===== src/shape_coverage_blend_unit_assert.svh =====
// Assertion macros shared by the shape coverage blend unit.
// Depends on nothing; included by the files that carry assertions.
`ifndef SHAPE_COVERAGE_BLEND_UNIT_ASSERT_SVH
`define SHAPE_COVERAGE_BLEND_UNIT_ASSERT_SVH

// Same-cycle implication, disabled while reset is asserted.
`define SCB_ASSERT_IMP(label, clk, rst_n, ante, cons) \
	label: assert property (@(posedge clk) disable iff (!rst_n) (ante) |-> (cons)) \
		else $error("scb: same-cycle check failed");

// Next-cycle implication, disabled while reset is asserted.
`define SCB_ASSERT_NXT(label, clk, rst_n, ante, cons) \
	label: assert property (@(posedge clk) disable iff (!rst_n) (ante) |=> (cons)) \
		else $error("scb: next-cycle check failed");

`endif


===== src/scb_pkg.sv =====
// Types, constants and the box coverage function of the shape coverage blend unit.
// Depends on nothing; used by every other file of the block but the assertion header.
package scb_pkg;

	localparam int PIX_COORD_W = 12;
	localparam int COLOR_W     = 24;
	localparam int FILL_W      = 32;
	localparam int CFG_INDEX_W = 3;
	localparam int CFG_DATA_W  = 32;
	localparam int ORG_W       = 13;
	localparam int SIZE_W      = 12;
	localparam int RAD_W       = 11;
	localparam int COORD_W     = 15;
	localparam int DELTA_W     = 12;
	localparam int RSQ_W       = 22;
	localparam int CH_W        = 8;
	localparam int CH_N        = 3;
	localparam int SUM_W       = 16;
	localparam int DIV_PROD_W  = 33;
	localparam int DIV255_SHIFT = 23;

	localparam logic [CH_W-1:0] COLOR_MAX  = 8'hFF;
	localparam logic [16:0]     DIV255_MUL = 17'd32897;

	typedef enum logic [CFG_INDEX_W-1:0] {
		REG_SHAPE_MODE  = 3'd0,
		REG_RECT_X      = 3'd1,
		REG_RECT_Y      = 3'd2,
		REG_RECT_W      = 3'd3,
		REG_RECT_H      = 3'd4,
		REG_CORNER_RAD  = 3'd5,
		REG_STROKE      = 3'd6,
		REG_FILL_COLOR  = 3'd7
	} cfg_reg_t;

	typedef enum logic [1:0] {
		MODE_RECT   = 2'd0,
		MODE_ROUND  = 2'd1,
		MODE_STROKE = 2'd2,
		MODE_CIRCLE = 2'd3
	} shape_mode_t;

	typedef logic signed [COORD_W-1:0] coord_t;

	typedef struct packed {
		logic               in_box;
		logic               sure;
		logic [DELTA_W-1:0] dx;
		logic [DELTA_W-1:0] dy;
	} box_t;

	typedef struct packed {
		shape_mode_t        mode;
		logic [ORG_W-1:0]   org_x;
		logic [ORG_W-1:0]   org_y;
		logic [SIZE_W-1:0]  w;
		logic [SIZE_W-1:0]  h;
		logic [SIZE_W-1:0]  t;
		logic [SIZE_W-1:0]  iw;
		logic [SIZE_W-1:0]  ih;
		logic [RAD_W-1:0]   ro;
		logic [RAD_W-1:0]   ir;
		logic [RSQ_W-1:0]   ro_sq;
		logic [RSQ_W-1:0]   ir_sq;
		logic [RSQ_W-1:0]   c_sq;
		logic               empty;
		logic               thin;
		logic               circ_zero;
		logic [FILL_W-1:0]  fill;
	} geom_cfg_t;

	// Inside test and corner offsets of a rounded box with its origin at zero.
	function automatic box_t box_test(coord_t lx, coord_t ly, logic [SIZE_W-1:0] w,
			logic [SIZE_W-1:0] h, logic [RAD_W-1:0] r);
		coord_t wc;
		coord_t hc;
		coord_t rc;
		coord_t wr;
		coord_t hr;
		coord_t ccx;
		coord_t ccy;
		coord_t ddx;
		coord_t ddy;
		box_t   b;
		wc = coord_t'({3'b000, w});
		hc = coord_t'({3'b000, h});
		rc = coord_t'({4'b0000, r});
		wr = wc - rc;
		hr = hc - rc;
		b.in_box = (lx >= coord_t'(0)) && (ly >= coord_t'(0)) && (lx < wc) && (ly < hc);
		b.sure = b.in_box && ((r == '0) || ((lx >= rc) && (lx < wr)) ||
			((ly >= rc) && (ly < hr)));
		ccx = (lx < rc) ? (rc - coord_t'(1)) : wr;
		ccy = (ly < rc) ? (rc - coord_t'(1)) : hr;
		ddx = lx - ccx;
		ddy = ly - ccy;
		b.dx = ddx[DELTA_W-1:0];
		b.dy = ddy[DELTA_W-1:0];
		return b;
	endfunction

endpackage


===== src/scb_if.sv =====
// Handshake interfaces of the shape coverage blend unit: pixel, result and config write.
// Depends on scb_pkg for the field widths.
interface scb_pix_if import scb_pkg::*; ();
	logic                   valid;
	logic                   ready;
	logic [PIX_COORD_W-1:0] pixel_x;
	logic [PIX_COORD_W-1:0] pixel_y;
	logic [COLOR_W-1:0]     dest_pixel;

	modport source (output valid, output pixel_x, output pixel_y, output dest_pixel,
		input ready);
	modport sink (input valid, input pixel_x, input pixel_y, input dest_pixel,
		output ready);
endinterface

interface scb_res_if import scb_pkg::*; ();
	logic               valid;
	logic               ready;
	logic               write_enable;
	logic [COLOR_W-1:0] new_pixel;

	modport source (output valid, output write_enable, output new_pixel, input ready);
	modport sink (input valid, input write_enable, input new_pixel, output ready);
endinterface

interface scb_cfg_if import scb_pkg::*; ();
	logic                   valid;
	logic                   ready;
	logic [CFG_INDEX_W-1:0] index;
	logic [CFG_DATA_W-1:0]  data;

	modport source (output valid, output index, output data, input ready);
	modport sink (input valid, input index, input data, output ready);
endinterface


===== src/scb_cfg.sv =====
// Configuration registers and the registered shape values derived from them.
// Depends on scb_pkg and the scb_cfg_if interface.
module scb_cfg import scb_pkg::*; (
	input  logic      clk,
	input  logic      arst_n,
	scb_cfg_if.sink   cfg,
	output geom_cfg_t gcfg
);

	shape_mode_t        mode_q;
	logic [ORG_W-1:0]   org_x_q;
	logic [ORG_W-1:0]   org_y_q;
	logic [SIZE_W-1:0]  w_q;
	logic [SIZE_W-1:0]  h_q;
	logic [RAD_W-1:0]   rad_q;
	logic [SIZE_W-1:0]  thick_q;
	logic [FILL_W-1:0]  fill_q;
	geom_cfg_t          gcfg_q;
	geom_cfg_t          gcfg_d;

	logic [SIZE_W-1:0]        mn;
	logic [RAD_W-1:0]         half;
	logic [RAD_W-1:0]         r;
	logic [SIZE_W-1:0]        t;
	logic signed [SIZE_W+1:0] iw_full;
	logic signed [SIZE_W+1:0] ih_full;
	logic signed [SIZE_W:0]   ir_full;
	logic [RAD_W-1:0]         ir;
	logic [RAD_W-1:0]         ro;

	assign cfg.ready = 1'b1;

	always_ff @(posedge clk or negedge arst_n) begin
		if (!arst_n) begin
			mode_q  <= MODE_RECT;
			org_x_q <= '0;
			org_y_q <= '0;
			w_q     <= '0;
			h_q     <= '0;
			rad_q   <= '0;
			thick_q <= '0;
			fill_q  <= '0;
		end else if (cfg.valid && cfg.ready) begin
			unique case (cfg_reg_t'(cfg.index))
				REG_SHAPE_MODE: mode_q  <= shape_mode_t'(cfg.data[1:0]);
				REG_RECT_X:     org_x_q <= cfg.data[ORG_W-1:0];
				REG_RECT_Y:     org_y_q <= cfg.data[ORG_W-1:0];
				REG_RECT_W:     w_q     <= cfg.data[SIZE_W-1:0];
				REG_RECT_H:     h_q     <= cfg.data[SIZE_W-1:0];
				REG_CORNER_RAD: rad_q   <= cfg.data[RAD_W-1:0];
				REG_STROKE:     thick_q <= cfg.data[SIZE_W-1:0];
				REG_FILL_COLOR: fill_q  <= cfg.data[FILL_W-1:0];
			endcase
		end
	end

	always_comb begin
		mn   = (w_q < h_q) ? w_q : h_q;
		half = mn[SIZE_W-1:1];
		r    = (rad_q > half) ? half : rad_q;
		priority if (thick_q == '0) begin
			t = SIZE_W'(1);
		end else if (thick_q > mn) begin
			t = mn;
		end else begin
			t = thick_q;
		end
		iw_full = $signed({2'b00, w_q}) - $signed({1'b0, t, 1'b0});
		ih_full = $signed({2'b00, h_q}) - $signed({1'b0, t, 1'b0});
		ir_full = $signed({2'b00, r}) - $signed({1'b0, t});
		ir      = ir_full[SIZE_W] ? '0 : ir_full[RAD_W-1:0];
		ro      = (mode_q == MODE_RECT) ? '0 : r;

		gcfg_d.mode      = mode_q;
		gcfg_d.org_x     = org_x_q;
		gcfg_d.org_y     = org_y_q;
		gcfg_d.w         = w_q;
		gcfg_d.h         = h_q;
		gcfg_d.t         = t;
		gcfg_d.iw        = iw_full[SIZE_W-1:0];
		gcfg_d.ih        = ih_full[SIZE_W-1:0];
		gcfg_d.ro        = ro;
		gcfg_d.ir        = ir;
		gcfg_d.ro_sq     = RSQ_W'(ro) * RSQ_W'(ro);
		gcfg_d.ir_sq     = RSQ_W'(ir) * RSQ_W'(ir);
		gcfg_d.c_sq      = RSQ_W'(rad_q) * RSQ_W'(rad_q);
		gcfg_d.empty     = (w_q == '0) || (h_q == '0);
		gcfg_d.thin      = (iw_full <= 0) || (ih_full <= 0);
		gcfg_d.circ_zero = (rad_q == '0);
		gcfg_d.fill      = fill_q;
	end

	always_ff @(posedge clk) begin
		gcfg_q <= gcfg_d;
	end

	assign gcfg = gcfg_q;

endmodule


===== src/scb_geom.sv =====
// Four-stage coverage pipeline: local offsets, box tests, squares, radius compares.
// Depends on scb_pkg for the box function and the derived shape values.
module scb_geom import scb_pkg::*; #(
	parameter int FRAME_WIDTH  = 1024,
	parameter int FRAME_HEIGHT = 1024
) (
	input  logic                   clk,
	input  logic [3:0]             stage_en,
	input  logic [PIX_COORD_W-1:0] pixel_x,
	input  logic [PIX_COORD_W-1:0] pixel_y,
	input  geom_cfg_t              gcfg,
	output logic                   covered
);

	localparam int FRAME_CMP_W = PIX_COORD_W + 1;
	localparam int OSQ_W = 2 * COORD_W - 1;
	localparam int ISQ_W = 2 * DELTA_W - 1;

	logic [PIX_COORD_W-1:0] px_s1;
	logic [PIX_COORD_W-1:0] py_s1;

	coord_t lx;
	coord_t ly;
	logic   inframe;

	coord_t lx_s2;
	coord_t ly_s2;
	coord_t lxi_s2;
	coord_t lyi_s2;
	logic   inframe_s2;

	box_t   ob;
	box_t   ib;
	coord_t ox;
	coord_t oy;

	coord_t                    ox_s3;
	coord_t                    oy_s3;
	logic signed [DELTA_W-1:0] ix_s3;
	logic signed [DELTA_W-1:0] iy_s3;
	logic                      o_in_s3;
	logic                      o_sure_s3;
	logic                      i_in_s3;
	logic                      i_sure_s3;
	logic                      inframe_s3;

	logic signed [2*COORD_W-1:0] osx;
	logic signed [2*COORD_W-1:0] osy;
	logic signed [2*DELTA_W-1:0] isx;
	logic signed [2*DELTA_W-1:0] isy;

	logic [OSQ_W-1:0] osqx_s4;
	logic [OSQ_W-1:0] osqy_s4;
	logic [ISQ_W-1:0] isqx_s4;
	logic [ISQ_W-1:0] isqy_s4;
	logic             o_in_s4;
	logic             o_sure_s4;
	logic             i_in_s4;
	logic             i_sure_s4;
	logic             inframe_s4;

	logic [OSQ_W:0] osum;
	logic [ISQ_W:0] isum;
	logic           o_hit;
	logic           i_hit;
	logic           c_hit;
	logic           shape_hit;

	always_ff @(posedge clk) begin
		if (stage_en[0]) begin
			px_s1 <= pixel_x;
			py_s1 <= pixel_y;
		end
	end

	always_comb begin
		lx = coord_t'({3'b000, px_s1}) - coord_t'($signed(gcfg.org_x));
		ly = coord_t'({3'b000, py_s1}) - coord_t'($signed(gcfg.org_y));
		inframe = ({1'b0, px_s1} < FRAME_CMP_W'(FRAME_WIDTH)) &&
			({1'b0, py_s1} < FRAME_CMP_W'(FRAME_HEIGHT));
	end

	always_ff @(posedge clk) begin
		if (stage_en[1]) begin
			lx_s2      <= lx;
			ly_s2      <= ly;
			lxi_s2     <= lx - coord_t'({3'b000, gcfg.t});
			lyi_s2     <= ly - coord_t'({3'b000, gcfg.t});
			inframe_s2 <= inframe;
		end
	end

	always_comb begin
		ob = box_test(lx_s2, ly_s2, gcfg.w, gcfg.h, gcfg.ro);
		ib = box_test(lxi_s2, lyi_s2, gcfg.iw, gcfg.ih, gcfg.ir);
		if (gcfg.mode == MODE_CIRCLE) begin
			ox = lx_s2;
			oy = ly_s2;
		end else begin
			ox = coord_t'($signed(ob.dx));
			oy = coord_t'($signed(ob.dy));
		end
	end

	always_ff @(posedge clk) begin
		if (stage_en[2]) begin
			ox_s3      <= ox;
			oy_s3      <= oy;
			ix_s3      <= $signed(ib.dx);
			iy_s3      <= $signed(ib.dy);
			o_in_s3    <= ob.in_box;
			o_sure_s3  <= ob.sure;
			i_in_s3    <= ib.in_box;
			i_sure_s3  <= ib.sure;
			inframe_s3 <= inframe_s2;
		end
	end

	always_comb begin
		osx = ox_s3 * ox_s3;
		osy = oy_s3 * oy_s3;
		isx = ix_s3 * ix_s3;
		isy = iy_s3 * iy_s3;
	end

	always_ff @(posedge clk) begin
		if (stage_en[3]) begin
			osqx_s4    <= osx[OSQ_W-1:0];
			osqy_s4    <= osy[OSQ_W-1:0];
			isqx_s4    <= isx[ISQ_W-1:0];
			isqy_s4    <= isy[ISQ_W-1:0];
			o_in_s4    <= o_in_s3;
			o_sure_s4  <= o_sure_s3;
			i_in_s4    <= i_in_s3;
			i_sure_s4  <= i_sure_s3;
			inframe_s4 <= inframe_s3;
		end
	end

	always_comb begin
		osum  = (OSQ_W + 1)'(osqx_s4) + (OSQ_W + 1)'(osqy_s4);
		isum  = (ISQ_W + 1)'(isqx_s4) + (ISQ_W + 1)'(isqy_s4);
		o_hit = o_in_s4 && (o_sure_s4 || (osum <= (OSQ_W + 1)'(gcfg.ro_sq)));
		i_hit = i_in_s4 && (i_sure_s4 || (isum <= (ISQ_W + 1)'(gcfg.ir_sq)));
		c_hit = !gcfg.circ_zero && (osum <= (OSQ_W + 1)'(gcfg.c_sq));
		unique case (gcfg.mode)
			MODE_RECT:   shape_hit = !gcfg.empty && o_in_s4;
			MODE_ROUND:  shape_hit = !gcfg.empty && o_hit;
			MODE_STROKE: shape_hit = !gcfg.empty && o_hit && (gcfg.thin || !i_hit);
			MODE_CIRCLE: shape_hit = c_hit;
		endcase
		covered = inframe_s4 && shape_hit;
	end

endmodule


===== src/scb_blend.sv =====
// Blend datapath: per-channel weighted sum, division by 255 through a reciprocal, and delay.
// Depends on scb_pkg for the color constants.
module scb_blend import scb_pkg::*; (
	input  logic               clk,
	input  logic [3:0]         stage_en,
	input  logic [COLOR_W-1:0] dest_pixel,
	input  logic [FILL_W-1:0]  fill,
	output logic [COLOR_W-1:0] blended_s4,
	output logic [COLOR_W-1:0] dest_s4
);

	logic [COLOR_W-1:0] dest_s1;
	logic [COLOR_W-1:0] dest_s2;
	logic [COLOR_W-1:0] dest_s3;

	logic [CH_W-1:0]                 alpha;
	logic [CH_W-1:0]                 inv;
	logic [CH_N-1:0][SUM_W-1:0]      sum;
	logic [CH_N-1:0][SUM_W-1:0]      sum_s2;
	logic [CH_N-1:0][DIV_PROD_W-1:0] prod;
	logic [COLOR_W-1:0]              quo;
	logic [COLOR_W-1:0]              quo_s3;

	assign alpha = fill[FILL_W-1 -: CH_W];
	assign inv   = COLOR_MAX - alpha;

	always_ff @(posedge clk) begin
		if (stage_en[0]) begin
			dest_s1 <= dest_pixel;
		end
	end

	always_comb begin
		for (int ch = 0; ch < CH_N; ch++) begin
			sum[ch] = SUM_W'(fill[ch*CH_W +: CH_W]) * SUM_W'(alpha) +
				SUM_W'(dest_s1[ch*CH_W +: CH_W]) * SUM_W'(inv);
		end
	end

	always_ff @(posedge clk) begin
		if (stage_en[1]) begin
			sum_s2  <= sum;
			dest_s2 <= dest_s1;
		end
	end

	always_comb begin
		for (int ch = 0; ch < CH_N; ch++) begin
			prod[ch] = DIV_PROD_W'(sum_s2[ch]) * DIV_PROD_W'(DIV255_MUL);
			quo[ch*CH_W +: CH_W] = prod[ch][DIV255_SHIFT +: CH_W];
		end
	end

	always_ff @(posedge clk) begin
		if (stage_en[2]) begin
			quo_s3  <= quo;
			dest_s3 <= dest_s2;
		end
	end

	always_ff @(posedge clk) begin
		if (stage_en[3]) begin
			blended_s4 <= quo_s3;
			dest_s4    <= dest_s3;
		end
	end

endmodule


===== src/shape_coverage_blend_unit.sv =====
// Shape coverage and source-over blend, one pixel item per clock while the result side is ready.
// Five register stages, s1 through s5; the result of an item is held in the s5 register.
// Throughput is one item per cycle while the result side is ready; every stage keeps a valid bit, so bubbles close up.
// A configuration write reaches all stages at once through registered derived values, also items already in flight.
// Reset clears all configuration registers to zero and empties the pipeline.
`include "shape_coverage_blend_unit_assert.svh"
module shape_coverage_blend_unit import scb_pkg::*; #(
	parameter int FRAME_WIDTH  = 1024,
	parameter int FRAME_HEIGHT = 1024
) (
	input  logic     clk,
	input  logic     arst_n,
	scb_pix_if.sink  pixel,
	scb_res_if.source result,
	scb_cfg_if.sink  cfg
);

	geom_cfg_t gcfg;
	logic [4:0] stage_en;
	logic v_s1;
	logic v_s2;
	logic v_s3;
	logic v_s4;
	logic v_s5;
	logic covered;
	logic [COLOR_W-1:0] blended_s4;
	logic [COLOR_W-1:0] dest_s4;
	logic [CH_W-1:0]    alpha;
	logic               we;
	logic               we_s5;
	logic [COLOR_W-1:0] pix_s5;

	scb_cfg u_cfg (
		.clk    (clk),
		.arst_n (arst_n),
		.cfg    (cfg),
		.gcfg   (gcfg)
	);

	scb_geom #(
		.FRAME_WIDTH  (FRAME_WIDTH),
		.FRAME_HEIGHT (FRAME_HEIGHT)
	) u_geom (
		.clk      (clk),
		.stage_en (stage_en[3:0]),
		.pixel_x  (pixel.pixel_x),
		.pixel_y  (pixel.pixel_y),
		.gcfg     (gcfg),
		.covered  (covered)
	);

	scb_blend u_blend (
		.clk        (clk),
		.stage_en   (stage_en[3:0]),
		.dest_pixel (pixel.dest_pixel),
		.fill       (gcfg.fill),
		.blended_s4 (blended_s4),
		.dest_s4    (dest_s4)
	);

	assign stage_en[4] = !v_s5 || result.ready;
	assign stage_en[3] = !v_s4 || stage_en[4];
	assign stage_en[2] = !v_s3 || stage_en[3];
	assign stage_en[1] = !v_s2 || stage_en[2];
	assign stage_en[0] = !v_s1 || stage_en[1];
	assign pixel.ready = stage_en[0];

	always_ff @(posedge clk or negedge arst_n) begin
		if (!arst_n) begin
			v_s1 <= 1'b0;
			v_s2 <= 1'b0;
			v_s3 <= 1'b0;
			v_s4 <= 1'b0;
			v_s5 <= 1'b0;
		end else begin
			if (stage_en[0]) v_s1 <= pixel.valid;
			if (stage_en[1]) v_s2 <= v_s1;
			if (stage_en[2]) v_s3 <= v_s2;
			if (stage_en[3]) v_s4 <= v_s3;
			if (stage_en[4]) v_s5 <= v_s4;
		end
	end

	assign alpha = gcfg.fill[FILL_W-1 -: CH_W];
	assign we    = covered && (alpha != '0);

	always_ff @(posedge clk) begin
		if (stage_en[4]) begin
			we_s5 <= we;
			if (!we) begin
				pix_s5 <= dest_s4;
			end else if (alpha == COLOR_MAX) begin
				pix_s5 <= gcfg.fill[COLOR_W-1:0];
			end else begin
				pix_s5 <= blended_s4;
			end
		end
	end

	assign result.valid        = v_s5;
	assign result.write_enable = we_s5;
	assign result.new_pixel    = pix_s5;

	`SCB_ASSERT_IMP(a_bubble_ready, clk, arst_n, !v_s1, pixel.ready)
	`SCB_ASSERT_NXT(a_accept_load, clk, arst_n, pixel.valid && pixel.ready, v_s1)
	`SCB_ASSERT_NXT(a_stall_hold, clk, arst_n, v_s4 && !stage_en[3], v_s4 && v_s5)

endmodule


===== src/flat_wrapper.sv =====
// flat-port wrapper written by rule: the top's interface ports become plain ports
module shape_coverage_blend_unit_flat import scb_pkg::*;
#(
	parameter int FRAME_WIDTH  = 1024,
	parameter int FRAME_HEIGHT = 1024
)
  (clk, arst_n, pixel_valid, pixel_pixel_x, pixel_pixel_y, pixel_dest_pixel, pixel_ready, result_valid, result_write_enable, result_new_pixel, result_ready, cfg_valid, cfg_index, cfg_data, cfg_ready);
  scb_pix_if pixel_i ();
  scb_res_if result_i ();
  scb_cfg_if cfg_i ();
  input  logic clk;
  input  logic arst_n;
  input wire logic [$bits(pixel_i.valid)-1:0] pixel_valid;
  input wire logic [$bits(pixel_i.pixel_x)-1:0] pixel_pixel_x;
  input wire logic [$bits(pixel_i.pixel_y)-1:0] pixel_pixel_y;
  input wire logic [$bits(pixel_i.dest_pixel)-1:0] pixel_dest_pixel;
  output wire logic [$bits(pixel_i.ready)-1:0] pixel_ready;
  output wire logic [$bits(result_i.valid)-1:0] result_valid;
  output wire logic [$bits(result_i.write_enable)-1:0] result_write_enable;
  output wire logic [$bits(result_i.new_pixel)-1:0] result_new_pixel;
  input wire logic [$bits(result_i.ready)-1:0] result_ready;
  input wire logic [$bits(cfg_i.valid)-1:0] cfg_valid;
  input wire logic [$bits(cfg_i.index)-1:0] cfg_index;
  input wire logic [$bits(cfg_i.data)-1:0] cfg_data;
  output wire logic [$bits(cfg_i.ready)-1:0] cfg_ready;
  assign pixel_i.valid = pixel_valid;
  assign pixel_i.pixel_x = pixel_pixel_x;
  assign pixel_i.pixel_y = pixel_pixel_y;
  assign pixel_i.dest_pixel = pixel_dest_pixel;
  assign pixel_ready = pixel_i.ready;
  assign result_valid = result_i.valid;
  assign result_write_enable = result_i.write_enable;
  assign result_new_pixel = result_i.new_pixel;
  assign result_i.ready = result_ready;
  assign cfg_i.valid = cfg_valid;
  assign cfg_i.index = cfg_index;
  assign cfg_i.data = cfg_data;
  assign cfg_ready = cfg_i.ready;
  shape_coverage_blend_unit #(.FRAME_WIDTH(FRAME_WIDTH), .FRAME_HEIGHT(FRAME_HEIGHT)) u_core (.clk(clk), .arst_n(arst_n), .pixel(pixel_i), .result(result_i), .cfg(cfg_i));
endmodule

===== config.mk =====
export PLATFORM = sky130hd
export DESIGN_NAME = shape_coverage_blend_unit_flat
export DESIGN_NICKNAME = d
export VERILOG_FILES = /design/src/scb_pkg.sv /design/src/scb_if.sv /design/src/scb_cfg.sv /design/src/scb_geom.sv /design/src/scb_blend.sv /design/src/shape_coverage_blend_unit.sv /design/src/flat_wrapper.sv
export VERILOG_INCLUDE_DIRS = /design/src /design/src/src
export SDC_FILE = /design/constraint.sdc
export NUM_CORES = 2
export LEC_CHECK = 0
export BUFFER_PORTS_ARGS = -buffer_cell sky130_fd_sc_hd__buf_4
export CAP_MARGIN = 20
export CORE_MARGIN = 2
export CORE_UTILIZATION = 35
export CTS_CLUSTER_DIAMETER = 200
export DETAILED_ROUTE_END_ITERATION = 8
export GPL_ROUTABILITY_DRIVEN = 1
export GPL_TIMING_DRIVEN = 1
export PLACE_DENSITY = 0.48
export SYNTH_ARGS = -nofsm -noshare
export SYNTH_HDL_FRONTEND = slang
export SYNTH_SLANG_ARGS = --single-unit

===== constraint.sdc =====
create_clock -name clk -period 10.8 [get_ports clk]
set_input_delay 1.08 -clock clk [delete_from_list [all_inputs] [get_ports clk]]
set_output_delay 1.08 -clock clk [all_outputs]
set_load 0.01 [all_outputs]

==> impl_metrics.py <==
metrics = {
    "status": {
        "status": "finished clean",
    },
    "timing": {
        "worst_slew_pin_slew_ns": 1.069,
        "slew_headroom": 0.2870,
        "final-setup-viol-count": 0,
        "hold_viol_final": 0,
        "rsz0062_at_grt": "true",
        "fin_crit_sh": 0.9547,
        "fin_crit_ns": 10.31,
        "fmax_mhz": 96.98,
        "clock_skew_ns": 0.07614,
        "finalMaxSlewViolations": 0,
        "setup_slack_ns": 0.4887,
    },
    "worst_setup_path": {
        "cpPeakStageDelay_ns": 0.62,
        "slowest_stage": "fa_1",
        "worst-path-max-fanout": 6,
        "ff2ff_path_depth": 53,
        "cp.arrival_ns": 10.95,
        "cp_data_required_time_ns": 11.44,
        "reg2reg_slack_ns": 0.49,
        "crit_top_cell": "inv_2",
        "reg2reg_from": "u_core.u_cfg.w_q[1]$_DFFE_PN0P_",
        "crit_path_start_kind": "register",
        "path_class": "reg2reg",
        "regToRegEndpoint": "u_core.u_cfg.gcfg[78]$_DFF_P_",
        "end_kind": "register",
        "crit_family": "adder cells",
        "cp_num_buf_inv": 9,
    },
    "synth": {
        "synth_area_leaders": "fa_1 25%, ha_1 18%, edfxtp_1 16%, inv_1 7.3%, dfxtp_1 4.7%",
        "synth_top_cell_by_area": "fa_1",
        "ys_types": 78,
        "synth_seq_cells": 778,
        "async_flop_share": 0.1440,
        "synth_flop_cell": "edfxtp_1",
        "synthesis.area_sq_um": 87780,
        "seq_area_frac_synth": 0.2365,
        "synthCells": 8662,
        "yosys.area.top_type_share": 0.2511,
        "synth_edf_count": 462,
        "syn_area_per_cell_sq_um": 10.13,
        "synth_warnings": 0,
    },
    "clocking": {
        "cts-hold-fix-buffers": 0,
        "insertion_delay_ns": 0.79,
        "htreeDepth": 3,
        "clkSinkCount": 778,
        "cts_buffers": 95,
        "cts_buffer_depth": 3,
        "clkTransAtPathRegs_ns": 0.07,
        "tritoncts": "built",
        "clock-root-buffer": "clkbuf_16",
    },
    "cells_and_area": {
        "syn_to_final_growth_pct": 11.61,
        "final_util": 0.3933,
        "n_fill_cell": 24787,
        "drive_gt1_frac": 0.08847,
        "final_cell_mix": "1,689 x inv_1, 1,247 x ha_1, 1,097 x fa_1, 549 x nand2_1, 462 x edfxtp_1",
        "nets": 11386,
        "final_common_cell": "inv_1",
    },
    "global_routing": {
        "grt_overflow": 0,
        "track_usage": 0.1864,
        "grt_start_max_net_pins": 126,
        "grt_first_pass_wirelength_um": 370600,
        "grt_pass1_vias": 63722,
        "antenna_found_initial": 20,
    },
    "floorplanning": {
        "die_h_um": 504.8,
        "core_area_sq_um": 249100,
        "start_util": 0.3523,
        "fp.dieW_um": 504.8,
        "rows": 183,
        "io_pins": 116,
        "die-area_sq_um": 254800,
    },
    "placed_design": {
        "io_buffer_count": 114,
        "dp_hpwl_um": 190200,
        "post-place-ws_ns": -0.4058,
        "routabilityCongestion": 0.8779,
    },
    "routing": {
        "avgViaCountPerCell": 4.812,
        "dr_total_vias": 59436,
        "met1_length_um": 107900,
        "top_layer_used": "met5",
        "dr_wl_met2_um": 112500,
        "drc": 0,
        "drt-total-wl_um": 234200,
        "final_antenna_net_count": 0,
        "wl_met3_um": 8291,
        "drt_pass1_iterations": 5,
        "wire_per_inst_um": 18.96,
        "drtIter0Drc": 2667,
    },
    "min_path": {
        "whs_endpoint": "u_core.u_cfg.gcfg[8]$_DFF_P_",
        "hold_depth": 0,
        "hp-start": "u_core.u_cfg.fill_q[8]$_DFFE_PN0P_",
        "hp-class": "reg2reg",
    },
    "run": {
        "cap_violations": 0,
    },
}
repair_timing:
| action | in CTS | in global routing |
|---|---|---|
| resized for setup | 18 | 96 |
| cloned | 0 | 2 |
| buffers inserted | 3 | 17 |
| pin swaps | 7 | 51 |
| endpoints found under the setup margin | 6 | 10 |
Yosys cell counts, types with 26 or more instances:
library cell,instances
inv_1,1704
ha_1,1260
fa_1,1101
nand2_1,554
edfxtp_1,462
nor2_1,365
a21oi_1,329
xnor2_1,320
and2_1,316
o21ai_0,257
nor2b_1,219
dfxtp_1,204
nand2b_1,152
clkbuf_1,149
mux2_2,137
a21o_1,130
nor3_1,118
dfrtp_1,112
xor2_1,86
nand3_1,74
o21a_1,70
o21bai_1,62
nand4_1,52
a21boi_0,50
nor4_1,36
or3_1,30
a31oi_1,26
and3_1,26
metal layers:
metal	track usage	up-vias
li1	-	28567
met1	0.2514	29791
met2	0.3159	798
met3	0.02399	258
met4	0.04603	22
met5	0	-
worst register-to-register path: cells and delay by family, from the launching register on:
family / cells / cell delay (ns)
muxes: 2 / 0.25
adders and majority gates: 10 / 4.03
and+or+nand+nor: 9 / 1.60
buffers and inverters: 9 / 0.63
AOI/OAI and AO/OA: 22 / 3.19
DFF: 1 / 0.41
xor gates and xnor gates: 1 / 0.10
state kept, by name, indices dropped and copies added, names as in the netlist, 24 cells and up:
name and count:
u_core.result.new_pixel 24, u_core.u_blend.blended_s4 24, u_core.u_blend.dest_s1 24, u_core.u_blend.dest_s2 24, u_core.u_blend.dest_s3 24, u_core.u_blend.dest_s4 24
u_core.u_blend.quo_s3 24, u_core.u_blend.sum_s2 48, u_core.u_cfg.fill_q 32, u_core.u_cfg.gcfg 204, u_core.u_geom.osqx_s4 28, u_core.u_geom.osqy_s4 28
worst max-delay path by stage:
stage	from	to	cells past startpoint	slack, ns
finish	u_core.u_cfg.w_q[1]$_DFFE_PN0P_	u_core.u_cfg.gcfg[78]$_DFF_P_	53	0.49
global route	u_core.u_cfg.h_q[1]$_DFFE_PN0P_	u_core.u_cfg.gcfg[78]$_DFF_P_	54	-0.09
CTS	u_core.u_cfg.h_q[5]$_DFFE_PN0P_	u_core.u_cfg.gcfg[78]$_DFF_P_	52	0.02
detailed placement	u_core.u_cfg.h_q[1]$_DFFE_PN0P_	u_core.u_cfg.gcfg[78]$_DFF_P_	52	-0.41
global placement	u_core.u_cfg.h_q[1]$_DFFE_PN0P_	u_core.u_cfg.gcfg[78]$_DFF_P_	52	-0.25
floorplan	u_core.u_cfg.h_q[9]$_DFFE_PN0P_	u_core.u_cfg.gcfg[78]$_DFF_P_	58	0.02
cell families (layout without fill, tap and decap cells):
group           Yosys count  in the layout  share of synthesized area
fa+ha+maj              2361           2361                     0.4307
simple gates           2005           2005                     0.1150
buf+inv                1889           2245                    0.08094
compound gates         1038           1038                    0.07290
flops                   778            778                     0.2365
xor+xnor                407            407                    0.04077
mux                     182            182                    0.02312
other cells               2              6                 0.00008556
stage by stage:
step | hold WS [ns] | instance area (sq um) | cells | TNS [ns]
final | 0.3563 | 97970 | 12352 | 0
after global routing | 0.3643 | 97970 | 12351 | -0.1445
after CTS | 0.3379 | 97440 | 12331 | 0
after detailed placement | 0.3496 | 93870 | 12148 | -1.343
after global placement | 0.3454 | 93870 | 12148 | -0.6622
after floorplan | 0.3420 | 87830 | 8664 | 0
final cells by class:
type,count,area [sq um],area share
Timing Repair Buffer,354,2684,0.02739
Sequential cell,778,20770,0.2120
Tap cell,3330,4167,0.04253
Clock inverter,68,887.1,0.009055
Clock buffer,112,2618,0.02672
Antenna cell,2,5.005,0.00005109
Inverter,1711,6427,0.06561
Multi-Input combinational cell,5997,60410,0.6166
Power is not shown: default switching activity piles up to over one toggle a cycle in this logic, so the estimate is an artifact.
